==> src/lab_pkg.sv <==
`timescale 1ns / 1ps
// Shared constants, item types and output rounding for the look-at basis unit.
package lab_pkg;

	// fixed-point formats
	localparam int COORD_FRAC_BITS = 16;
	localparam int OUT_FRAC_BITS   = 14;
	localparam int UNIT_FRAC       = 30;

	// widths
	localparam int COORD_W  = 32;
	localparam int DIR_W    = COORD_W + 1;
	localparam int UP_W     = COORD_W + 2;
	localparam int VEC_W    = COORD_W + 4;
	localparam int UNIT_W   = UNIT_FRAC + 2;
	localparam int OUT_W    = 16;
	localparam int EPS_W    = 16;
	localparam int SCL_W    = UNIT_FRAC + 1;
	localparam int SUM_W    = 2 * UNIT_W;
	localparam int LEN_W    = UNIT_W;

	// normalizer pipeline
	localparam int SQRT_STG = SUM_W / 2;
	localparam int DIV_STG  = SCL_W;
	localparam int NORM_LAT = 5 + SQRT_STG + DIV_STG + 1;

	// queue between front and back
	localparam int FIFO_DEPTH = 4;
	localparam int FIFO_AW    = $clog2(FIFO_DEPTH);

	// output rounding
	localparam int RND_SH = UNIT_FRAC - OUT_FRAC_BITS;
	localparam logic signed [39:0] RND_ADD =
		(RND_SH > 0) ? (40'sd1 <<< ((RND_SH > 0) ? RND_SH - 1 : 0)) : 40'sd0;
	localparam logic signed [39:0] OUT_LIM = 40'sd1 <<< OUT_FRAC_BITS;

	typedef logic signed [VEC_W-1:0]  vec_t;
	typedef logic signed [UNIT_W-1:0] unit_t;

	typedef struct packed {
		logic signed [COORD_W-1:0] src_x;
		logic signed [COORD_W-1:0] src_y;
		logic signed [COORD_W-1:0] src_z;
		logic signed [COORD_W-1:0] dst_x;
		logic signed [COORD_W-1:0] dst_y;
		logic signed [COORD_W-1:0] dst_z;
	} pts_t;

	typedef struct packed {
		logic signed [OUT_W-1:0] u_x;
		logic signed [OUT_W-1:0] u_y;
		logic signed [OUT_W-1:0] u_z;
		logic signed [OUT_W-1:0] v_x;
		logic signed [OUT_W-1:0] v_y;
		logic signed [OUT_W-1:0] v_z;
		logic signed [OUT_W-1:0] n_x;
		logic signed [OUT_W-1:0] n_y;
		logic signed [OUT_W-1:0] n_z;
		logic                    degenerate;
	} mat_t;

	// queued item: direction and target point
	typedef struct packed {
		logic signed [DIR_W-1:0]   dir_x;
		logic signed [DIR_W-1:0]   dir_y;
		logic signed [DIR_W-1:0]   dir_z;
		logic signed [COORD_W-1:0] dst_x;
		logic signed [COORD_W-1:0] dst_y;
		logic signed [COORD_W-1:0] dst_z;
	} entry_t;

	// round half up from Q1.30 to the output format, saturate to +-1.0
	function automatic logic signed [OUT_W-1:0] to_out(input vec_t x);
		logic signed [39:0] y;
		y = {{(40 - VEC_W){x[VEC_W-1]}}, x};
		y = (y + RND_ADD) >>> RND_SH;
		if (y > OUT_LIM) y = OUT_LIM;
		if (y < -OUT_LIM) y = -OUT_LIM;
		return y[OUT_W-1:0];
	endfunction

endpackage

==> src/lab_fifo.sv <==
`timescale 1ns / 1ps
// Short item queue between the front end and the back end.
module lab_fifo (
	input  logic            clk,
	input  logic            arst_n,
	input  logic            push,
	input  lab_pkg::entry_t wdata,
	output logic            full,
	input  logic            pop,
	output lab_pkg::entry_t rdata,
	output logic            not_empty
);

	localparam int D  = lab_pkg::FIFO_DEPTH;
	localparam int AW = lab_pkg::FIFO_AW;

	logic [AW-1:0]   wp_q, rp_q;
	logic [AW:0]     cnt_q;
	lab_pkg::entry_t mem_q [D];

	assign full      = (cnt_q == (AW + 1)'(D));
	assign not_empty = (cnt_q != '0);
	assign rdata     = mem_q[rp_q];

	// pointers and fill count
	always_ff @(posedge clk or negedge arst_n) begin
		if (!arst_n) begin
			wp_q  <= '0;
			rp_q  <= '0;
			cnt_q <= '0;
		end else begin
			if (push) wp_q <= wp_q + 1'b1;
			if (pop) rp_q <= rp_q + 1'b1;
			if (push && !pop) cnt_q <= cnt_q + 1'b1;
			else if (!push && pop) cnt_q <= cnt_q - 1'b1;
		end
	end

	always_ff @(posedge clk) begin
		if (push) mem_q[wp_q] <= wdata;
	end

`ifndef SYNTHESIS
	a_cnt_bound: assert property (@(posedge clk) disable iff (!arst_n)
		cnt_q <= (AW + 1)'(D))
		else $error("queue count beyond depth");
	a_cnt_up: assert property (@(posedge clk) disable iff (!arst_n)
		push && !pop |=> cnt_q == $past(cnt_q) + 1'b1)
		else $error("queue count did not follow a push");
	a_pop_empty: assert property (@(posedge clk) disable iff (!arst_n)
		pop |-> cnt_q != '0)
		else $error("pop from empty queue");
`endif

endmodule

==> config.mk <==
export PLATFORM = sky130hd
export DESIGN_NAME = lab_fifo
export DESIGN_NICKNAME = d
export VERILOG_FILES = /design/src/lab_pkg.sv /design/src/lab_fifo.sv
export SDC_FILE = /design/constraint.sdc
export NUM_CORES = 1
export LEC_CHECK = 0
export BUFFER_PORTS_ARGS = -buffer_cell sky130_fd_sc_hd__clkbuf_2
export CAP_MARGIN = 20
export CORE_MARGIN = 1.5
export CORE_UTILIZATION = 57
export DETAILED_ROUTE_END_ITERATION = 16
export GPL_TIMING_DRIVEN = 0
export PLACE_DENSITY_LB_ADDON = 0.15
export SETUP_SLACK_MARGIN = 0.1
export SYNTH_ARGS = -nofsm -noshare
export SYNTH_HDL_FRONTEND = slang
export SYNTH_SLANG_ARGS = --single-unit
==> constraint.sdc <==
create_clock -name clk -period 7.6 [get_ports clk]
set_clock_uncertainty 0.2 [all_clocks]
set_input_delay 0.76 -clock clk [delete_from_list [all_inputs] [get_ports clk]]
set_output_delay 0.76 -clock clk [all_outputs]
set_load 0.02 [all_outputs]
==> results of run 1 <==
==> state kept, by name, summed over array words and instances (netlist names) <==
signal / cells
cnt_q: 3
mem_q: 780
rp_q: 2
wp_q: 2
==> stage by stage <==
stage	instance area (um2)	std cells	hold slack (ns)
final	34200	2269	0.175
after global routing	34100	2264	0.148
after CTS	34100	2259	0.134
after detailed placement	31700	2125	0.273
after global placement	31300	2112	0.270
after floorplan	28500	1053	0.249
==> worst max-delay path: cells and delay by family, from the launching register on <==
family	cells	cell delay, ns
flops	1	0.31
buf+inv	4	1.44
mux	1	0.36
==> cells by family (layout without fill, tap and decap cells) <==
family / Yosys count / count (layout)
mux: 196 / 196
simple gates: 9 / 9
xor+xnor: 6 / 6
compound gates: 1 / 1
fa+ha+maj: 6 / 6
buf+inv: 48 / 590
other cells: 0 / 10
flops: 787 / 787
==> placed cells by master (no fill, tap or decap), drive strengths merged, types with 5 or more instances in the layout <==
cell and instances:
clkinv 28, diode 10, ha 5, bufinv 5, dfrtp 7, clkbuf 501
buf 51, mux4 195, edfxtp 780
==> routing by layer <==
layer  vias to the layer above  track usage, %  routed length (um)
li1                       5591               -                   -
met1                      6701            28.9               21400
met2                       415            34.8               27900
met3                        98            7.70                4950
met4                        10            7.01                1310
met5                         -               0                  65
==> cell type report <==
cell class / count / area [um2]
Fill cell: 3047 / 15000
Buffer: 44 / 313
Tap cell: 664 / 831
Sequential cell: 787 / 23600
Inverter: 4 / 15.0
Timing Repair Buffer: 409 / 2340
Multi-Input combinational cell: 218 / 4600
Antenna cell: 10 / 25.0
Clock buffer: 100 / 2160
Clock inverter: 33 / 267
==> final timing paths <==
| path | depth (start not counted) | slack, ns | startpoint | to |
|---|---|---|---|---|
| worst max-delay path | 5 | 3.93 | rp_q[1] | rdata[106] |
| worst min-delay path | 2 | 0.17 | pop | rp_q[0] |
| worst max register to register | 5 | 5.01 | wp_q[1] | mem_q[1][76] |
| worst min register to register | 1 | 0.28 | cnt_q[2] | cnt_q[2] |
| max in group asynchronous | 2 | 6.68 | arst_n | wp_q[1] |
| min in group asynchronous | 2 | 0.35 | arst_n | cnt_q[0] |
==> what timing repair did <==
item / 4_1_cts / 5_1_grt
endpoints found under the setup margin: 0 / 0
hold buffers: 1 / 0
hold endpoints to repair: 7 / 0
==> power breakdown <==
part	internal, uW	switching, uW
Clock	2150	1490
Sequential	5660	160
Combinational	1790	2730
==> flow_summary.json, run 1 <==
{
  "status": "complete, no violations",
  "start_kind": "register",
  "synthAdderAreaFrac_pct": 0.290,
  "path_max_fanout": 10,
  "synthesis.nets": 1258,
  "antenna_left": 0,
  "synth_area_leaders": "edfxtp_1 82%, mux4_2 15%, buf_6 0.63%",
  "min_period_ns": 3.67,
  "placementRows": 81,
  "power_uw": 14000,
  "die_width_um": 227,
  "worst_slack_ns": 3.93,
  "detail_route.wl_per_cell_um": 24.5,
  "synth_simple_gate_area_share_pct": 0.175,
  "hold_viol_final": 0,
  "drt_iter0_drc": 804,
  "gr-total-overflow": 0,
  "synth_most_common_cell": "edfxtp_1",
  "cts_htree_levels": 3,
  "ios": 396,
  "power_leakage_uw": 0.0118,
  "dieArea_mm2": 0.0514,
  "drc_errors": 0,
  "ir_worst_vdd_uv": 242,
  "synthMuxAreaShare_pct": 15.4,
  "yosys-top-cells-count": "780 x edfxtp_1, 195 x mux4_2, 22 x buf_2",
  "setup_tns_ns": 0,
  "postSynth.topFlopCell": "edfxtp_1",
  "setup_violations": 0,
  "die_h_um": 227,
  "cts.sinks": 787,
  "coreArea_mm2": 0.0492,
  "layout-drive-gt1-share_pct": 46.8,
  "worst_path_max_delay_cell": "clkbuf_1",
  "ys_ff_latch": 787,
  "cts-root-buf": "clkbuf_16",
  "routabilityCongestion": 0.753,
  "numCtsBuffers": 76,
  "yosysTopAreaCell": "edfxtp_1",
  "fmax_mhz": 273,
  "ys_warn_count": 0,
  "post_cts_buffers": 0,
  "worstPathCellList": "buf_2, clkbuf_1, buf_2, mux4_2, clkbuf_2",
  "path_clk_slew_ns": 0.05,
  "postSynthAreaPerCell_um2": 27.1,
  "powerDensity_mw_per_mm2": 410,
  "antenna_found_initial": 14,
  "period_share_pct": 48.2,
  "synth_top_family_by_area": "multiplexers",
  "grt_max_degree": 57,
  "tightestPinTransition_ns": 0.811,
  "yosysTopAreaCellShare_pct": 82.1,
  "cp_slowest_stage_delay_ns": 0.64,
  "io_buffers": 395,
  "vias_per_cell": 5.65,
  "dp_slack_ns": 4.40,
  "ys_types": 18,
  "syn_area_mm2": 0.0285,
  "cp_common_cell": "buf_2",
  "post_cts_resized": 0,
  "path_class": "register to primary output",
  "drtPass1Iterations": 4,
  "grt_pass1_vias": 13200,
  "synth_seq_area_share_pct": 82.7,
  "grt_pass1_wl_mm": 81.2,
  "clk_latency_ns": 0.59,
  "ys_async_sr_fraction_pct": 0.889,
  "cp.arrival_ns": 2.71,
  "initial_core_util_pct": 58.0,
  "syn_inst": 1053,
  "worst_setup_path_end_kind": "primary output",
  "rsz0062_at_grt": "no",
  "critical_path_required_ns": 6.64,
  "max_cap_violations": 0,
  "num-nets-final": 1745,
  "synth-xor-area-share_pct": 0.184,
  "relSlewSlack_pct": 45.9,
  "wirelength_mm": 55.7,
  "cts_tree": "done",
  "grt_usage_pct": 22.0,
  "dp_hpwl_mm": 34.9,
  "drv_slew": 0,
  "post-route-util_pct": 69.5,
  "synth_compound_area_share_pct": 0.0175,
  "min_path_type": "input port to register",
  "synthToLayoutAreaGrowth_pct": 19.8,
  "vias": 12800,
  "cts_buffer_depth": 3,
  "synth_edf_count": 780
}
Power figures use the tool's default switching activity.
==> run 2, diff against run 1 <==
- ABC_AREA: unset -> 1
- CORE_UTILIZATION: 57 -> 58
- clock period: 7.6 -> 3.4 ns (I/O delays scaled with it)
==> flow_summary.json, run 2 <==
{
  "drt_iter0_drc": 1423,
  "ys_types": 21,
  "status": "complete, no violations",
  "coreArea_mm2": 0.0539,
  "yosys-top-cells-count": "780 x edfxtp_1, 599 x nand2_1, 401 x inv_1",
  "multi_input_area_mm2": 0.00534,
  "synthToLayoutAreaGrowth_pct": 24.8,
  "power_leakage_uw": 0.0161,
  "synth_top_family_by_area": "compound AO/OA/AOI/OAI gates",
  "dp_slack_ns": 0.644,
  "antenna_left": 0,
  "power_uw": 36200,
  "die_h_um": 237,
  "cts-root-buf": "clkbuf_16",
  "routabilityCongestion": 0.783,
  "period_share_pct": 81.3,
  "ir_worst_vdd_uv": 743,
  "post_cts_buffers": 0,
  "syn_area_mm2": 0.0317,
  "regArea_mm2": 0.0236,
  "grt_usage_pct": 27.5,
  "min_period_ns": 2.76,
  "min_path_type": "input port to register",
  "placementRows": 85,
  "worst_slack_ns": 0.636,
  "ys_ff_latch": 787,
  "max_cap_violations": 0,
  "grt_pass1_wl_mm": 117,
  "antenna_found_initial": 12,
  "num-nets-final": 3227,
  "largest-register": "mem_q",
  "final.fill_count": 3418,
  "synthAdderAreaFrac_pct": 0.261,
  "largest_register_ff_count": 780,
  "yosysTopAreaCell": "edfxtp_1",
  "cts_tree": "done",
  "fmax_mhz": 362,
  "powerDensity_mw_per_mm2": 914,
  "postSynthAreaPerCell_um2": 13.6,
  "vias_per_cell": 5.43,
  "post-route-util_pct": 73.3,
  "initial_core_util_pct": 58.7,
  "dieArea_mm2": 0.0560,
  "yosysTopAreaCellShare_pct": 74.0,
  "relSlewSlack_pct": 44.3,
  "clk_latency_ns": 0.61,
  "path_class": "register to primary output",
  "synth_most_common_cell": "edfxtp_1",
  "synth-xor-area-share_pct": 0.111,
  "ys_async_sr_fraction_pct": 0.889,
  "start_kind": "register",
  "synth_area_leaders": "edfxtp_1 74%, o211ai_1 9.2%, nand2_1 7.1%",
  "synth_edf_count": 780,
  "synth_compound_area_share_pct": 9.28,
  "final_common_cell": "edfxtp_1",
  "synthMuxAreaShare_pct": 0,
  "drtPass1Iterations": 5,
  "drv_slew": 0,
  "numCtsBuffers": 78,
  "grt_max_degree": 36,
  "tightestPinTransition_ns": 0.833,
  "grt_pass1_vias": 21000,
  "gr-total-overflow": 0,
  "ios": 396,
  "detail_route.wl_per_cell_um": 20.2,
  "largest_registers": "mem_q x780, cnt_q x3",
  "cts.sinks": 787,
  "layout-drive-gt1-share_pct": 21.7,
  "drc_errors": 0,
  "cts_buffer_depth": 3,
  "rsz0062_at_grt": "no",
  "setup_tns_ns": 0,
  "dp_hpwl_mm": 48.2,
  "vias": 20600,
  "synth_simple_gate_area_share_pct": 7.16,
  "ys_warn_count": 0,
  "synthesis.nets": 2529,
  "die_width_um": 237,
  "worst_setup_path_end_kind": "primary output",
  "synth_seq_area_share_pct": 74.5,
  "wirelength_mm": 76.7,
  "io_buffers": 395,
  "cp.arrival_ns": 2.22,
  "final_cell_mix": "780 x edfxtp_1, 595 x nand2_1, 396 x inv_1",
  "syn_inst": 2324,
  "hold_viol_final": 0,
  "cts_htree_levels": 3,
  "setup_violations": 0,
  "postSynth.topFlopCell": "edfxtp_1",
  "path_max_fanout": 10,
  "critical_path_required_ns": 2.86,
  "path_clk_slew_ns": 0.06
}
[run 2: cell count changes after synthesis, sizes merged, moves of 4 or more]
cell    change
mux4      -195
o211ai    +390
nand2     +597
and2        -4
buf        +69
inv       +398
clkbuf     +18
[run 2: worst max-delay path: stages, from the launching register on]
cell and delay, ns:
dfrtp_1 0.39, buf_6 0.15, inv_4 0.12, buf_6 0.21, buf_2 0.28, o211ai_1 0.13
nand2_1 0.13, clkbuf_2 0.19
[run 2: cell families (layout without fill, tap and decap cells)]
family / Yosys count / in the layout
DFF: 787 / 787
and+or+nand+nor: 603 / 603
buffers and inverters: 533 / 1292
AOI/OAI and AO/OA: 391 / 391
adders and majority gates: 6 / 6
xor gates and xnor gates: 4 / 4
other: 0 / 11
[run 2: per-layer routing]
metal / GRT usage, % / vias up / wire length, um / part of all wire (%)
li1: - / 9559 / - / -
met1: 36.1 / 10100 / 30400 / 40
met2: 45.2 / 771 / 38000 / 50
met3: 5.36 / 158 / 5520 / 7.2
met4: 11.8 / 4 / 2770 / 3.6
met5: 0 / - / 27 / 0.035
[run 2: timing repair]
| item | 4_1_cts | 5_1_grt |
|---|---|---|
| resized for setup | 0 | 0 |
| hold endpoints to repair | 791 | 0 |
| hold buffers | 199 | 0 |
| endpoints found under the setup margin | 0 | 0 |
[run 2: final timing paths]
path	from	cells after the start	slack, ns	to
worst min register to register	cnt_q[2]	2	0.28	cnt_q[2]
worst max-delay path	rp_q[1]	7	0.64	rdata[135]
max in group asynchronous	arst_n	3	2.23	cnt_q[0]
min in group asynchronous	arst_n	3	0.51	cnt_q[2]
worst max register to register	wp_q[0]	6	0.77	mem_q[2][59]
worst min-delay path	wdata[166]	2	0.28	mem_q[0][166]
[run 2: cell type report]
class / count / share of cell area (%)
inverter: 402 / 3.86
clock inverter: 40 / 0.902
clock buffer: 101 / 5.39
timing repair buffer: 618 / 11.3
tap: 696 / 2.20
antenna: 11 / 0.0696
sequential: 787 / 59.7
multi-input combinational: 1004 / 13.5
buffer: 131 / 3.14
[run 2: power by group]
| group | total [uW] | leakage (uW) | internal, uW | switching, uW |
|---|---|---|---|---|
| sequential | 13100 | 0.00725 | 12700 | 398 |
| combinational | 14700 | 0.00761 | 4740 | 9970 |
| clock | 8390 | 0.00122 | 4880 | 3520 |
| total | 36200 | 0.0161 | 22300 | 13900 |
[run 2: through the flow]
| stage | hold WS (ns) | cells | cell area, um2 |
|---|---|---|---|
| 4_1_cts | 0.250 | 3779 | 39500 |
| 3_5_place_dp | -0.00723 | 3439 | 35000 |
| 6_report | 0.284 | 3790 | 39500 |
| 2_1_floorplan | -0.156 | 2324 | 31700 |
| 3_3_place_gp | -0.0121 | 3415 | 34600 |
| 5_1_grt | 0.283 | 3787 | 39500 |
==> run 3, diff against run 2 <==
- ABC_AREA: 1 -> 0
- CORE_UTILIZATION: 58 -> 51
- clock period: 3.4 -> 2.4 ns (I/O delays scaled with it)
==> flow_summary.json, run 3 (synthesis results as in run 1) <==
{
  "status": "finished with violations",
  "violations": "negative setup slack",
  "cts.sinks": 787,
  "hold_ws_ns": 0.106,
  "dieArea_mm2": 0.0573,
  "cts-root-buf": "clkbuf_16",
  "relSlewSlack_pct": 70.7,
  "worst_path_max_delay_cell": "mux4_2",
  "routabilityCongestion": 0.723,
  "layout-drive-gt1-share_pct": 42.2,
  "drtPass1Iterations": 4,
  "synthToLayoutAreaGrowth_pct": 30.5,
  "regArea_mm2": 0.0236,
  "dp_slack_ns": -0.388,
  "critical_path_required_ns": 1.96,
  "num-nets-final": 1962,
  "grt_usage_pct": 20.6,
  "die_width_um": 239,
  "fin_cells": 2572,
  "fmax_mhz": 382,
  "path_clk_slew_ns": 0.06,
  "post-route-util_pct": 67.4,
  "powerDensity_mw_per_mm2": 1260,
  "worstPathCellList": "buf_12, buf_12, buf_12, mux4_2, buf_2",
  "largest_registers": "mem_q x780, cnt_q x3",
  "largest_register_ff_count": 780,
  "numCtsBuffers": 79,
  "io_buffers": 395,
  "power_leakage_uw": 0.0130,
  "dp.cells": 2212,
  "cts_htree_levels": 3,
  "start_kind": "register",
  "cp_slowest_stage_delay_ns": 0.53,
  "hold_viol_final": 0,
  "ios": 396,
  "initial_core_util_pct": 51.7,
  "final_cell_mix": "780 x edfxtp_1, 273 x clkbuf_2, 199 x dlygate4sd3_1",
  "vias_per_cell": 5.34,
  "gr-total-overflow": 0,
  "antenna_left": 0,
  "rsz0062_at_grt": "yes",
  "vias": 13700,
  "wirelength_mm": 59.1,
  "min_period_ns": 2.62,
  "cts_buffer_depth": 3,
  "final_common_cell": "edfxtp_1",
  "grt_pass1_vias": 14500,
  "ir_worst_vdd_uv": 775,
  "dp_hpwl_mm": 35.5,
  "max_cap_violations": 0,
  "final.fill_count": 3587,
  "drv_slew": 0,
  "coreArea_mm2": 0.0552,
  "grt_pass1_wl_mm": 86.9,
  "placementRows": 86,
  "period_share_pct": 109,
  "setup_tns_ns": -33.41,
  "cts_tree": "done",
  "worst_setup_path_end_kind": "primary output",
  "path_class": "register to primary output",
  "detail_route.wl_per_cell_um": 23.0,
  "antenna_found_initial": 7,
  "min_path_type": "input port to register",
  "tightestPinTransition_ns": 0.439,
  "largest-register": "mem_q",
  "cp.arrival_ns": 2.18,
  "setup_violations": 265,
  "clk_latency_ns": 0.60,
  "worst_slack_ns": -0.220,
  "drc_errors": 0,
  "die_h_um": 239,
  "cp_common_cell": "buf_12",
  "grt_max_degree": 55,
  "path_max_fanout": 10,
  "drt_iter0_drc": 666,
  "multi_input_area_mm2": 0.00461
}
## run 3: repair_timing
item,4_1_cts,5_1_grt
gates cloned,2,4
setup endpoints to repair,416,458
gates resized for setup,123,171
pin swaps,0,1
setup buffers,3,4
hold endpoints to repair,793,0
hold buffers,199,0
## run 3: critical path, delay by kind of cell, from the launching register on
kind                   cells  cell delay, ns
multiplexers               1            0.53
buffers and inverters      4            0.66
flip-flops                 1            0.37
## run 3: final timing paths
check,from,endpoint,slack [ns],cells after the start
min in group asynchronous,arst_n,wp_q[0],0.40,3
min,push,mem_q[2][29],0.11,2
max,rp_q[0],rdata[124],-0.22,5
max reg2reg,wp_q[0],mem_q[2][67],-0.05,6
max in group asynchronous,arst_n,cnt_q[0],1.36,3
min reg2reg,cnt_q[2],cnt_q[2],0.30,1
## run 3: layout make-up
cell class | count | area share, %
sequential | 787 | 63.4
timing repair buffer | 622 | 13.2
multi-input combinational | 219 | 12.4
clock buffer | 105 | 5.86
tap | 748 | 2.52
buffer | 44 | 1.65
clock inverter | 37 | 0.821
inverter | 4 | 0.0404
antenna | 6 | 0.0404
## run 3: per-layer routing
metal | vias to the layer above | share of wire (%) | global-route usage (%)
li1 | 6048 | - | -
met1 | 7227 | 41 | 27.4
met2 | 362 | 50 | 33.3
met3 | 87 | 6.7 | 5.80
met4 | 4 | 2.2 | 6.43
met5 | - | 0.047 | 0
## run 3: per-stage QoR
step / total power, uW / instance area [um2]
floorplan: 28300 / 28500
global placement: 33300 / 31400
detailed placement: 33600 / 31900
CTS: 46800 / 36900
global route: 48800 / 37200
finish: 46800 / 37200
## run 3: where the power goes
part	switching (uW)	leakage (uW)	internal, uW
sequential	504	0.00725	17900
combinational	9190	0.00452	7470
clock	4820	0.00120	6910
total	14500	0.0130	32300
