--- config.mk ---
export PLATFORM = sky130hd
export DESIGN_NAME = lab_front
export DESIGN_NICKNAME = d
export VERILOG_FILES = /design/src/lab_pkg.sv /design/src/lab_front.sv
export SDC_FILE = /design/constraint.sdc
export NUM_CORES = 1
export LEC_CHECK = 0
export ABC_AREA = 1
export BUFFER_PORTS_ARGS = -buffer_cell sky130_fd_sc_hd__buf_2
export CAP_MARGIN = 20
export CELL_PAD_IN_SITES_DETAIL_PLACEMENT = 1
export CELL_PAD_IN_SITES_GLOBAL_PLACEMENT = 2
export CORE_ASPECT_RATIO = 0.5
export CORE_MARGIN = 4
export CORE_UTILIZATION = 26
export CTS_CLUSTER_DIAMETER = 120
export CTS_CLUSTER_SIZE = 25
export DETAILED_ROUTE_END_ITERATION = 10
export PLACE_DENSITY = 0.75
export SETUP_SLACK_MARGIN = 0.15
export SLEW_MARGIN = 0
export SYNTH_ARGS = -nofsm -noshare
export SYNTH_HDL_FRONTEND = slang
export SYNTH_SLANG_ARGS = --single-unit
--- constraint.sdc ---
create_clock -name clk -period 9.6 [get_ports clk]
set_clock_uncertainty 0.05 [all_clocks]
set_input_delay 0.96 -clock clk [delete_from_list [all_inputs] [get_ports clk]]
set_output_delay 0.96 -clock clk [all_outputs]
set_load 0.02 [all_outputs]
--- src/lab_pkg.sv ---
`timescale 1ns / 1ps
// Shared constants, item types and output rounding for the look-at basis unit.
package lab_pkg;

	// fixed-point formats
	localparam int COORD_FRAC_BITS = 16;
	localparam int OUT_FRAC_BITS   = 14;
	localparam int UNIT_FRAC       = 30;

	// widths
	localparam int COORD_W  = 32;
	localparam int DIR_W    = COORD_W + 1;
	localparam int UP_W     = COORD_W + 2;
	localparam int VEC_W    = COORD_W + 4;
	localparam int UNIT_W   = UNIT_FRAC + 2;
	localparam int OUT_W    = 16;
	localparam int EPS_W    = 16;
	localparam int SCL_W    = UNIT_FRAC + 1;
	localparam int SUM_W    = 2 * UNIT_W;
	localparam int LEN_W    = UNIT_W;

	// normalizer pipeline
	localparam int SQRT_STG = SUM_W / 2;
	localparam int DIV_STG  = SCL_W;
	localparam int NORM_LAT = 5 + SQRT_STG + DIV_STG + 1;

	// queue between front and back
	localparam int FIFO_DEPTH = 4;
	localparam int FIFO_AW    = $clog2(FIFO_DEPTH);

	// output rounding
	localparam int RND_SH = UNIT_FRAC - OUT_FRAC_BITS;
	localparam logic signed [39:0] RND_ADD =
		(RND_SH > 0) ? (40'sd1 <<< ((RND_SH > 0) ? RND_SH - 1 : 0)) : 40'sd0;
	localparam logic signed [39:0] OUT_LIM = 40'sd1 <<< OUT_FRAC_BITS;

	typedef logic signed [VEC_W-1:0]  vec_t;
	typedef logic signed [UNIT_W-1:0] unit_t;

	typedef struct packed {
		logic signed [COORD_W-1:0] src_x;
		logic signed [COORD_W-1:0] src_y;
		logic signed [COORD_W-1:0] src_z;
		logic signed [COORD_W-1:0] dst_x;
		logic signed [COORD_W-1:0] dst_y;
		logic signed [COORD_W-1:0] dst_z;
	} pts_t;

	typedef struct packed {
		logic signed [OUT_W-1:0] u_x;
		logic signed [OUT_W-1:0] u_y;
		logic signed [OUT_W-1:0] u_z;
		logic signed [OUT_W-1:0] v_x;
		logic signed [OUT_W-1:0] v_y;
		logic signed [OUT_W-1:0] v_z;
		logic signed [OUT_W-1:0] n_x;
		logic signed [OUT_W-1:0] n_y;
		logic signed [OUT_W-1:0] n_z;
		logic                    degenerate;
	} mat_t;

	// queued item: direction and target point
	typedef struct packed {
		logic signed [DIR_W-1:0]   dir_x;
		logic signed [DIR_W-1:0]   dir_y;
		logic signed [DIR_W-1:0]   dir_z;
		logic signed [COORD_W-1:0] dst_x;
		logic signed [COORD_W-1:0] dst_y;
		logic signed [COORD_W-1:0] dst_z;
	} entry_t;

	// round half up from Q1.30 to the output format, saturate to +-1.0
	function automatic logic signed [OUT_W-1:0] to_out(input vec_t x);
		logic signed [39:0] y;
		y = {{(40 - VEC_W){x[VEC_W-1]}}, x};
		y = (y + RND_ADD) >>> RND_SH;
		if (y > OUT_LIM) y = OUT_LIM;
		if (y < -OUT_LIM) y = -OUT_LIM;
		return y[OUT_W-1:0];
	endfunction

endpackage

--- src/lab_front.sv ---
`timescale 1ns / 1ps
// Front end: accepts point items and forms the source-to-target direction.
module lab_front (
	input  logic            clk,
	input  logic            arst_n,
	input  logic            pts_valid,
	output logic            pts_stall,
	input  lab_pkg::pts_t   pts,
	input  logic            full,
	output logic            push,
	output lab_pkg::entry_t entry
);

	logic            valid_s1;
	lab_pkg::entry_t entry_s1;
	lab_pkg::entry_t entry_c;
	logic signed [lab_pkg::DIR_W-1:0] sx, sy, sz, tx, ty, tz;

	assign push      = valid_s1 && !full;
	assign pts_stall = valid_s1 && full;
	assign entry     = entry_s1;

	// direction = target - source, exact in one extra bit
	always_comb begin
		sx = pts.src_x;
		sy = pts.src_y;
		sz = pts.src_z;
		tx = pts.dst_x;
		ty = pts.dst_y;
		tz = pts.dst_z;
		entry_c.dir_x = tx - sx;
		entry_c.dir_y = ty - sy;
		entry_c.dir_z = tz - sz;
		entry_c.dst_x = pts.dst_x;
		entry_c.dst_y = pts.dst_y;
		entry_c.dst_z = pts.dst_z;
	end

	always_ff @(posedge clk or negedge arst_n) begin
		if (!arst_n) begin
			valid_s1 <= 1'b0;
		end else if (!pts_stall) begin
			valid_s1 <= pts_valid;
		end
	end

	always_ff @(posedge clk) begin
		if (pts_valid && !pts_stall) begin
			entry_s1 <= entry_c;
		end
	end

endmodule

==> impl_summary.txt, run 1 <==
----------------------------------------------------
[Critical path]
  Worst reg-to-reg path cell count ... 4
  Worst Path Class, Setup ... in2reg
  End point of the critical path ... entry[118]
  Kind of capture point of the worst setup path ... flip-flop
  Crit-path leading delay family ... buffers and inverters
  Worst Setup Start Kind ... input port
  Largest stage delay, worst path ... 0.84 ns
  Critical path launch point ... full
  Endpoint of the most critical register-to-register path ... entry[118]
  Worst reg2reg path startpoint ... valid_s1
  Endpoint required time on the critical path ... 9.64 ns
  Number of buffers and inverters on the critical path ... 3
  CP max-delay cell ... buf_4
  Data arrival time at the worst-slack endpoint ... 2.90 ns
  List of cells traversed by the critical path ... buf_2 -> nand2_1 -> inv_1 -> nor2_4 -> buf_4
  Setup slack of the worst register-to-register path ... 6.97 ns
  Number of cells on the critical path ... 5
  Biggest fanout along the worst timing path ... 65

[Drt]
  Aggregate routed wire length ... 44900 um
  Initial drt markers ... 391
  Router iterations before antenna repair ... 4
  Average via count per standard cell ... 4.13
  Total DRC errors in the routed layout ... 0
  Antenna violation net count after detailed routing ... 0
  Overall via count from detail_route ... 12400
  Post-detailed-route wirelength per cell ... 15.0 um

[Logic synthesis]
  Number of distinct standard cells referenced by the synthesized netlist ... 22
  Synthesis Warnings ... 0
  Average instance area after synthesis ... 7.26 um2
  Seq/Total Area, Yosys ... 43.2%
  Largest cells by area after synthesis ... edfxtp_1, nand2_1, inv_1, ha_1, nor2_1
  Cell type with the highest aggregate area in the netlist ... edfxtp_1
  Count of state elements after synthesis ... 196
  Synthesized net count ... 2173
  Async SR Flop Fraction ... 0.510%
  Area fraction of the dominant cell type after synthesis ... 43.0%
  Most frequently used flop master after synthesis ... edfxtp_1
  Cell area after synthesis ... 0.0136 mm2
  Number of enable flip-flop cells after synthesis ... 195
  Top cell types by occurrence after synthesis ... nand2_1, inv_1, edfxtp_1, nor2_1, ha_1
  Cell count after synthesis ... 1878
  Leading cell type by number of instances after synthesis ... nand2_1

[Clocking]
  Buffer depth of the longest clock path ... 2
  Post-CTS repair timing setup buffer count ... 0
  Root buffer selected by CTS ... clkbuf_16
  CTS hold repair buffers ... 0
  Post-cts repair resize count ... 0
  Clk Latency, worst-skew pair ... 0.45 ns
  Clock transition at the registers of the reported paths ... 0.08 ns
  Number of clock sinks ... 196
  Htree depth ... 4
  TritonCTS buffer count ... 17
  Clock tree from TritonCTS ... built

[Cells and area]
  Design Area, Final ... 0.0171 mm2
  Fill count ... 6481
  Share of cells above drive strength 1 ... 19.4%
  Final core utilization ... 33.5%
  Final Instance Count excl. Fillers ... 2997
  Area growth from synthesis to layout ... 25.6%
  Net count, final ... 2586

[STA]
  Least-Margin Pin Slew ... 0.971 ns
  Final Max Slew Viols ... 0
  Hold Vio Cnt, Final ... 0
  RSZ-0062 raised after global routing ... false
  Worst slew margin ... 35.1%
  Post-route worst setup slack ... 6.74 ns
  Hold slack ... 0.225 ns
  Fmax ... 350 MHz
  Final worst path period share ... 29.8%
  Total setup violations reported at the end of the flow ... 0
  Total negative slack for setup checks ... 0 ns
  Clock period minus final worst setup slack ... 2.86 ns

[Global route]
  Largest net degree at the start of global routing ... 66
  Global-route track usage on met1 ... 17.8%
  Overflow left after global routing ... 0
  GR Layer Usage met2 ... 31.7%
  Number of antenna violations at the first check in global routing ... 3
  All-Layer GR Usage ... 15.9%
  Via count of the first global-routing pass ... 13300
  Most utilized layer in the global route result ... met2
  Global-route wire length before repair ... 71000 um
  Global-route track usage on met3 ... 2.62%

[Placed design]
  Quantity of I/O buffers inserted on ports ... 392
  Post-detailed-placement half-perimeter wirelength ... 38000 um
  Pre-CTS worst setup slack ... 6.21 ns
  Global placement routability congestion ... 0.783
  Dpl cells ... 2962
  Placed cell area ... 0.0165 mm2

[Floorplan]
  Die X ... 332 um
  Overall die height ... 170 um
  Area of the placeable core ... 0.0510 mm2
  Overall die area ... 0.0564 mm2
  I/O pin count ... 393
  Number of rows created at floorplan ... 58
  Initial core utilization ... 26.7%

[Run]
  Reported max-cap violation count ... 0

[Pwr]
  Design Power ... 2.57 mW
  Leakage component of the power ... 9.81 nW
  Peak supply drop ... 0.0000805 V
  Pwr Density ... 150 mW/mm2

[Outcome]
  Result of the run ... complete, no violations

[Worst hold path]
  Hold crit path type ... in2async

----------------------------------------------------
-- state kept, by name, summed over array words and instances (netlist names) --
register  count
valid_s1      1
entry       195
-- where the power goes --
group / internal (mW) / switching [mW] / total [mW]
Combinational: 0.230 / 0.474 / 0.704
Clock: 0.448 / 0.366 / 0.814
Sequential: 1.04 / 0.0170 / 1.06
Total: 1.72 / 0.857 / 2.57
-- cells in the final DEF, fill, tap and decap left out, types with 3 or more instances in the layout --
cell        netlist  final
nand4_1          12     12
a21oi_1          60     60
xor2_1           39     39
ha_1             96     96
nand2_1         750    750
clkbuf_16         0     17
nor2_1          126    125
nand2_2          16     16
buf_2             0    392
clkinvlp_4        0      3
nand3_2           4      4
buf_4             1      3
diode_2           0      3
clkbuf_1          0      3
nand3_1          67     67
a21o_1            3      3
o21bai_1          3      3
inv_1           479    479
or2_1             3      3
xnor2_1           6      6
inv_6             0      3
nor3_1            6      6
bufinv_16         0      4
edfxtp_1        195    195
fa_1              3      3
and2_1            6      6
-- layout make-up --
type                    instances  area, um2  share of cell area, %
well taps                     690        863                   5.05
multi-input cells            1202       5950                   34.8
inverters                     479       1800                   10.5
clock buffers                  21        450                   2.63
diodes                          3       7.51                 0.0439
repair buffers                395       1980                   11.6
flip-flops and latches        196       5880                   34.4
clock inverters                11        178                   1.04
-- worst min path at each step --
stage / end / cells after the start / startpoint / slack [ns]
final: valid_s1 / 1 / arst_n / 0.23
after global routing: valid_s1 / 1 / arst_n / 0.19
after CTS: valid_s1 / 1 / arst_n / 0.19
after detailed placement: valid_s1 / 2 / valid_s1 / 0.44
after global placement: valid_s1 / 2 / valid_s1 / 0.42
after floorplan: valid_s1 / 2 / valid_s1 / 0.41
-- logic make-up after synthesis --
family / count (synthesis) / synth area share (%)
adders and majority gates: 99 / 9.26
DFF: 196 / 43.2
AOI/OAI and AO/OA: 67 / 2.60
xor gates and xnor gates: 45 / 2.89
buffers and inverters: 480 / 13.2
and+or+nand+nor: 991 / 28.8
-- per-layer routing --
metal | vias up | share of wire, %
met5 | - | 0
met4 | 0 | 1.2
met3 | 27 | 2.4
met2 | 135 | 55
met1 | 5719 | 42
li1 | 6491 | -
Power figures use the tool's default switching activity.
==> run 2, diff against run 1 <==
--- a/config.mk
+++ b/config.mk
@@ -12,11 +12,11 @@
 export CELL_PAD_IN_SITES_GLOBAL_PLACEMENT = 2
 export CORE_ASPECT_RATIO = 0.5
 export CORE_MARGIN = 4
-export CORE_UTILIZATION = 26
+export CORE_UTILIZATION = 29
 export CTS_CLUSTER_DIAMETER = 120
 export CTS_CLUSTER_SIZE = 25
 export DETAILED_ROUTE_END_ITERATION = 10
-export PLACE_DENSITY = 0.75
+export PLACE_DENSITY = 0.8
 export SETUP_SLACK_MARGIN = 0.15
 export SLEW_MARGIN = 0
 export SYNTH_ARGS = -nofsm -noshare
==> constraint.sdc (replaced) <==
create_clock -name clk -period 3 [get_ports clk]
set_clock_uncertainty 0.05 [all_clocks]
set_input_delay 0.3 -clock clk [delete_from_list [all_inputs] [get_ports clk]]
set_output_delay 0.3 -clock clk [all_outputs]
set_load 0.02 [all_outputs]
==> impl_summary.txt, run 2 (synthesis results as in run 1) <==
----------------------------------------------------
[Drt]
  Total DRC errors in the routed layout ... 0 (unchanged)
  Overall via count from detail_route ... 12800 (+3.6%)
  Initial drt markers ... 359 (-8.2%)
  Antenna violation net count after detailed routing ... 0 (unchanged)
  Post-detailed-route wirelength per cell ... 15.2 um (+1.4%)
  Average via count per standard cell ... 4.22 (+2.3%)
  Aggregate routed wire length ... 46100 um (+2.7%)
  Router iterations before antenna repair ... 4 (unchanged)

[Global route]
  All-Layer GR Usage ... 18.2% (+2.3 points)
  Global-route wire length before repair ... 73100 um (+3.0%)
  Via count of the first global-routing pass ... 13900 (+4.8%)
  Largest net degree at the start of global routing ... 57 (-14%)
  Overflow left after global routing ... 0 (unchanged)
  Number of antenna violations at the first check in global routing ... 2 (-1)

[STA]
  Hold Vio Cnt, Final ... 0 (unchanged)
  RSZ-0062 raised after global routing ... false
  Final worst path period share ... 79.1%
  Post-route worst setup slack ... 0.627 ns (-6.11 ns)
  Clock period minus final worst setup slack ... 2.37 ns
  Least-Margin Pin Slew ... 0.630 ns (-0.341 ns)
  Total negative slack for setup checks ... 0 ns (unchanged)
  Fmax ... 421 MHz
  Total setup violations reported at the end of the flow ... 0 (unchanged)
  Final Max Slew Viols ... 0 (unchanged)
  Worst slew margin ... 57.9% (+23 points)

[Floorplan]
  Initial core utilization ... 29.7% (+3.0 points)
  Overall die area ... 0.0507 mm2 (-10%)
  Overall die height ... 161 um (-5.1%)
  Number of rows created at floorplan ... 55 (-5.2%)
  I/O pin count ... 393 (unchanged)
  Area of the placeable core ... 0.0458 mm2 (-10%)
  Die X ... 315 um (-5.2%)

[Clocking]
  Number of clock sinks ... 196 (unchanged)
  Clock tree from TritonCTS ... built
  Buffer depth of the longest clock path ... 2 (unchanged)
  Clock transition at the registers of the reported paths ... 0.08 ns (about the same)
  TritonCTS buffer count ... 17 (unchanged)
  Root buffer selected by CTS ... clkbuf_16
  Clk Latency, worst-skew pair ... 0.46 ns (about the same)
  Htree depth ... 4 (unchanged)

[Critical path]
  Worst Setup Start Kind ... input port
  List of cells traversed by the critical path ... dlygate4sd3_1 -> buf_2 -> inv_1 -> ha_1 -> fa_1 -> inv_1 -> nand2_1 -> nand2_1 -> nand3_1 -> nand2_1 -> nand2_1 -> nand2_2 -> nand2_1 -> nand3_1 -> nand2_1
  Number of buffers and inverters on the critical path ... 4 (+1)
  Number of cells on the critical path ... 15 (+10)
  Setup slack of the worst register-to-register path ... 1.16 ns (-5.81 ns)
  Endpoint required time on the critical path ... 3.18 ns (-6.46 ns)
  End point of the critical path ... entry[128]
  Cell repeated most along the worst path ... nand2_1
  Biggest fanout along the worst timing path ... 3 (-95%)
  Data arrival time at the worst-slack endpoint ... 2.55 ns (-0.35 ns)
  Crit-path leading delay family ... buffers and inverters
  Endpoint of the most critical register-to-register path ... entry[122]
  CP max-delay cell ... dlygate4sd3_1
  Worst Path Class, Setup ... in2reg
  Worst reg2reg path startpoint ... valid_s1
  Largest stage delay, worst path ... 0.54 ns (-0.30 ns)
  Critical path launch point ... pts[0]
  Kind of capture point of the worst setup path ... flip-flop
  Worst reg-to-reg path cell count ... 4 (unchanged)

[Cells and area]
  Number of flip-flops in the largest register ... 195 (unchanged)
  Net count, final ... 2690 (+4.0%)
  Multi-input logic area ... 0.00595 mm2 (unchanged)
  Area growth from synthesis to layout ... 32.5%
  Share of cells above drive strength 1 ... 19.0% (-0.41 points)
  Flip-flop and latch area ... 0.00588 mm2 (unchanged)
  Fill count ... 5870 (-9.4%)
  Most used cells in the layout excluding fill and tap cells ... nand2_1, inv_1, buf_2
  Most frequent standard cell in the layout excluding fill and tap cells ... nand2_1

[Pwr]
  Switching portion of total power ... 34.5% (+1.2 points)
  Leakage component of the power ... 10.3 nW (+4.6%)
  Combinational Power Share ... 28.8% (+1.4 points)
  Sequential cell fraction of total power ... 40.9% (about the same)
  Peak supply drop ... 0.000405 V (+400%)
  Pwr Density ... 458 mW/mm2 (+200%)
  Proportion of power drawn by the clock network ... 30.3% (-1.3 points)
  Power Internal ... 5.42 mW (+220%)
  Power spent charging and discharging nets ... 2.85 mW (+230%)

[Placed design]
  Quantity of I/O buffers inserted on ports ... 392 (unchanged)
  Pre-CTS worst setup slack ... 0.686 ns (-5.52 ns)
  Global placement routability congestion ... 0.833 (+6.5%)
  Post-detailed-placement half-perimeter wirelength ... 38000 um (-0.20%)

[Outcome]
  Result of the run ... complete, no violations

[Run]
  Reported max-cap violation count ... 0 (unchanged)

[Worst hold path]
  Hold crit path type ... in2reg

----------------------------------------------------
==> run 2: cell type report <==
| type | instances | share of cell area, % |
|---|---|---|
| diodes | 2 | 0.0277 |
| clock buffers | 17 | 2.36 |
| clock inverters | 14 | 0.935 |
| inverters | 479 | 9.96 |
| multi-input cells | 1202 | 32.9 |
| flip-flops and latches | 196 | 32.6 |
| well taps | 627 | 4.34 |
| repair buffers | 499 | 16.9 |
==> run 2: worst min-delay path by stage <==
stage	cells past startpoint	startpoint	slack, ns	endpoint
2_1_floorplan	0	arst_n	-0.05	valid_s1
3_3_place_gp	1	arst_n	0.03	valid_s1
3_5_place_dp	1	arst_n	0.03	valid_s1
4_1_cts	3	full	0.003	valid_s1
5_1_grt	1	pts[52]	0.01	entry[52]
6_report	3	full	0.03	valid_s1
==> run 2: stage by stage <==
step           hold WS, ns  power [mW]  utilization [%]  cell area (um2)  cells
5_1_grt             0.0113        8.78             39.4            18100   3036
4_1_cts            0.00297        8.41             39.4            18100   3034
2_1_floorplan      -0.0456        4.91                -            13600   1878
6_report            0.0283        8.26             39.4            18100   3036
3_5_place_dp        0.0280        5.77             36.0            16500   2906
3_3_place_gp        0.0263        5.73             36.0            16500   2906
==> run 2: power by group through the flow <==
stage | clock [mW] | sequential (mW) | combinational [mW]
2_1_floorplan | 0 | 3.73 | 1.18
3_3_place_gp | 0 | 3.43 | 2.29
3_5_place_dp | 0 | 3.44 | 2.32
4_1_cts | 2.60 | 3.38 | 2.43
5_1_grt | 2.69 | 3.40 | 2.69
6_report | 2.51 | 3.38 | 2.38
==> run 2: what timing repair did <==
| action | in CTS | in global routing |
|---|---|---|
| resized for setup | 0 | 0 |
| hold buffers | 97 | 0 |
| hold endpoints to repair | 97 | 0 |
| buffers inserted | 0 | 0 |
==> run 2: routing by layer <==
metal / vias up / global-route usage (%) / part of all wire [%]
met1: 5946 / 20.7 / 42
met4: 0 / 4.53 / 1.7
met3: 37 / 2.72 / 2.3
met2: 135 / 35.6 / 54
met5: - / 0 / 0
li1: 6700 / - / -
==> run 2: tightest hold or removal path, stage by stage <==
cell and delay [ns]:
buf_2 0.09, nand2_1 0.07, nand2_1 0.06
==> run 3, diff against run 2 <==
--- a/config.mk
+++ b/config.mk
@@ -12,11 +12,11 @@
 export CELL_PAD_IN_SITES_GLOBAL_PLACEMENT = 2
 export CORE_ASPECT_RATIO = 0.5
 export CORE_MARGIN = 4
-export CORE_UTILIZATION = 29
+export CORE_UTILIZATION = 26
 export CTS_CLUSTER_DIAMETER = 120
 export CTS_CLUSTER_SIZE = 25
 export DETAILED_ROUTE_END_ITERATION = 10
-export PLACE_DENSITY = 0.8
+export PLACE_DENSITY = 0.75
 export SETUP_SLACK_MARGIN = 0.15
 export SLEW_MARGIN = 0
 export SYNTH_ARGS = -nofsm -noshare
==> constraint.sdc (replaced) <==
create_clock -name clk -period 2.1 [get_ports clk]
set_clock_uncertainty 0.05 [all_clocks]
set_input_delay 0.21 -clock clk [delete_from_list [all_inputs] [get_ports clk]]
set_output_delay 0.21 -clock clk [all_outputs]
set_load 0.02 [all_outputs]
==> impl_summary.txt, run 3 (synthesis results as in run 1) <==
----------------------------------------------------
[STA]
  Final Max Slew Viols ... 0 (unchanged)
  Worst slew margin ... 81.0% (+23 points)
  RSZ-0062 raised after global routing ... true
  Least-Margin Pin Slew ... 0.285 ns (-0.345 ns)
  Hold Vio Cnt, Final ... 0 (unchanged)
  Total negative slack for setup checks ... 0 ns (unchanged)
  Fmax ... 531 MHz
  Total setup violations reported at the end of the flow ... 0 (unchanged)
  Clock period minus final worst setup slack ... 1.88 ns
  Final worst path period share ... 89.7%

[Floorplan]
  Initial core utilization ... 26.7% (-3.0 points)
  Area of the placeable core ... 0.0510 mm2 (+11%)
  Number of rows created at floorplan ... 58 (+5.5%)
  I/O pin count ... 393 (unchanged)
  Overall die height ... 170 um (+5.3%)
  Overall die area ... 0.0564 mm2 (+11%)
  Die X ... 332 um (+5.5%)

[Pwr]
  Pwr Density ... 634 mW/mm2 (+39%)
  Peak supply drop ... 0.000520 V (+29%)
  Design Power ... 11.8 mW (+43%)
  Leakage component of the power ... 10.3 nW (+0.44%)

[Clocking]
  Clk Latency, worst-skew pair ... 0.46 ns (about the same)
  Clock transition at the registers of the reported paths ... 0.08 ns (about the same)
  Buffer depth of the longest clock path ... 2 (unchanged)
  Clock tree from TritonCTS ... built
  TritonCTS buffer count ... 17 (unchanged)
  Number of clock sinks ... 196 (unchanged)
  Root buffer selected by CTS ... clkbuf_16
  Htree depth ... 4 (unchanged)
  Post-CTS repair timing setup buffer count ... 0 (unchanged)

[Drt]
  Initial drt markers ... 497 (+38%)
  Antenna violation net count after detailed routing ... 0 (unchanged)
  Total DRC errors in the routed layout ... 0 (unchanged)
  Average via count per standard cell ... 4.17 (-1.3%)
  Post-detailed-route wirelength per cell ... 15.3 um (+0.55%)
  Overall via count from detail_route ... 13000 (+1.3%)
  Aggregate routed wire length ... 47600 um (+3.2%)
  Router iterations before antenna repair ... 5 (+1)

[Worst hold path]
  Endpoint of the worst hold path ... entry[129]
  Hold path startpoint ... pts[128]
  Hold crit path type ... in2reg
  Hold path cells ... 3 (unchanged)

[Critical path]
  Worst reg-to-reg path cell count ... 5 (+1)
  Endpoint required time on the critical path ... 2.27 ns (-0.91 ns)
  Kind of capture point of the worst setup path ... flip-flop
  Worst Path Class, Setup ... in2reg
  Biggest fanout along the worst timing path ... 5 (+2)
  Endpoint of the most critical register-to-register path ... entry[15]
  Data arrival time at the worst-slack endpoint ... 2.05 ns (-0.50 ns)
  Worst Setup Start Kind ... input port
  Setup slack of the worst register-to-register path ... 0.43 ns (-0.73 ns)
  Worst reg2reg path startpoint ... valid_s1

[Cells and area]
  Most frequent standard cell in the layout excluding fill and tap cells ... nand2_1
  Final Instance Count excl. Fillers ... 3117 (+2.7%)
  Fill count ... 6430 (+9.5%)
  Number of flip-flops in the largest register ... 195 (unchanged)
  Final core utilization ... 36.4% (-2.9 points)
  Share of cells above drive strength 1 ... 23.3% (+4.3 points)
  Design Area, Final ... 0.0186 mm2 (+3.0%)
  Net count, final ... 2706 (+0.59%)
  Most used cells in the layout excluding fill and tap cells ... nand2_1, inv_1, buf_2
  Area growth from synthesis to layout ... 36.5%

[Outcome]
  Result of the run ... complete, no violations

[Placed design]
  Placed cell area ... 0.0167 mm2 (+1.4%)
  Quantity of I/O buffers inserted on ports ... 392 (unchanged)
  Post-detailed-placement half-perimeter wirelength ... 38900 um (+2.6%)
  Global placement routability congestion ... 0.801 (-3.9%)
  Dpl cells ... 2982 (+2.6%)

[Global route]
  Via count of the first global-routing pass ... 14000 (+0.82%)
  All-Layer GR Usage ... 16.9% (-1.3 points)
  Global-route wire length before repair ... 75300 um (+2.9%)
  Overflow left after global routing ... 0 (unchanged)
  Largest net degree at the start of global routing ... 39 (-32%)
  Number of antenna violations at the first check in global routing ... 3 (+1)

[Run]
  Reported max-cap violation count ... 0 (unchanged)

----------------------------------------------------
## run 3: worst max-delay path, cell delays in order
cell,delay (ns)
dlygate4sd3_1,0.53
buf_2,0.13
ha_2,0.33
nand2_1,0.14
inv_1,0.05
a21oi_1,0.19
nand2_1,0.12
a21oi_2,0.17
nand2_1,0.08
nand2_1,0.06
nand2_1,0.04
## run 3: power breakdown
part / leakage (nW) / switching, mW / internal [mW] / total, mW
sequential: 1.87 / 0.0839 / 4.74 / 4.83
combinational: 8.16 / 2.29 / 1.30 / 3.59
clock: 0.269 / 1.81 / 1.56 / 3.37
## run 3: worst max path at each step
stage,slack [ns],endpoint,startpoint
after global routing,0.13,entry[125],pts[16]
after global placement,-0.05,entry[128],pts[0]
after floorplan,-1.79,entry[0],valid_s1
after detailed placement,-0.12,entry[124],pts[0]
final,0.22,entry[192],pts[85]
after CTS,0.16,entry[124],pts[26]
## run 3: through the flow
step                hold slack, ns  worst slack (ns)
CTS                         0.0407             0.162
detailed placement         -0.0643            -0.121
global route                0.0428             0.131
floorplan                   -0.136             -1.79
finish                      0.0811             0.216
global placement           -0.0643           -0.0487
## run 3: layout make-up
class                      instances  area [um2]  share of cell area (%)
multi-input combinational       1202        6270                    33.7
sequential                       196        5880                    31.6
timing repair buffer             515        3220                    17.3
inverter                         479        1800                    9.67
tap                              690         863                    4.64
clock buffer                      18         429                    2.31
clock inverter                    14         119                   0.639
antenna                            3        7.51                  0.0404
## run 3: layer usage
metal / share of wire (%) / wire, um / track usage (%)
met1: 41 / 19600 / 18.7
met2: 55 / 26200 / 34.1
met3: 2.3 / 1110 / 2.70
met4: 1.3 / 633 / 3.67
met5: 0 / 0 / 0
## run 3: timing repair
item                                   4_1_cts  5_1_grt
hold buffers                               100        0
setup endpoints to repair                    0       48
resized for setup                            0      100
endpoints found under the hold margin       98        0
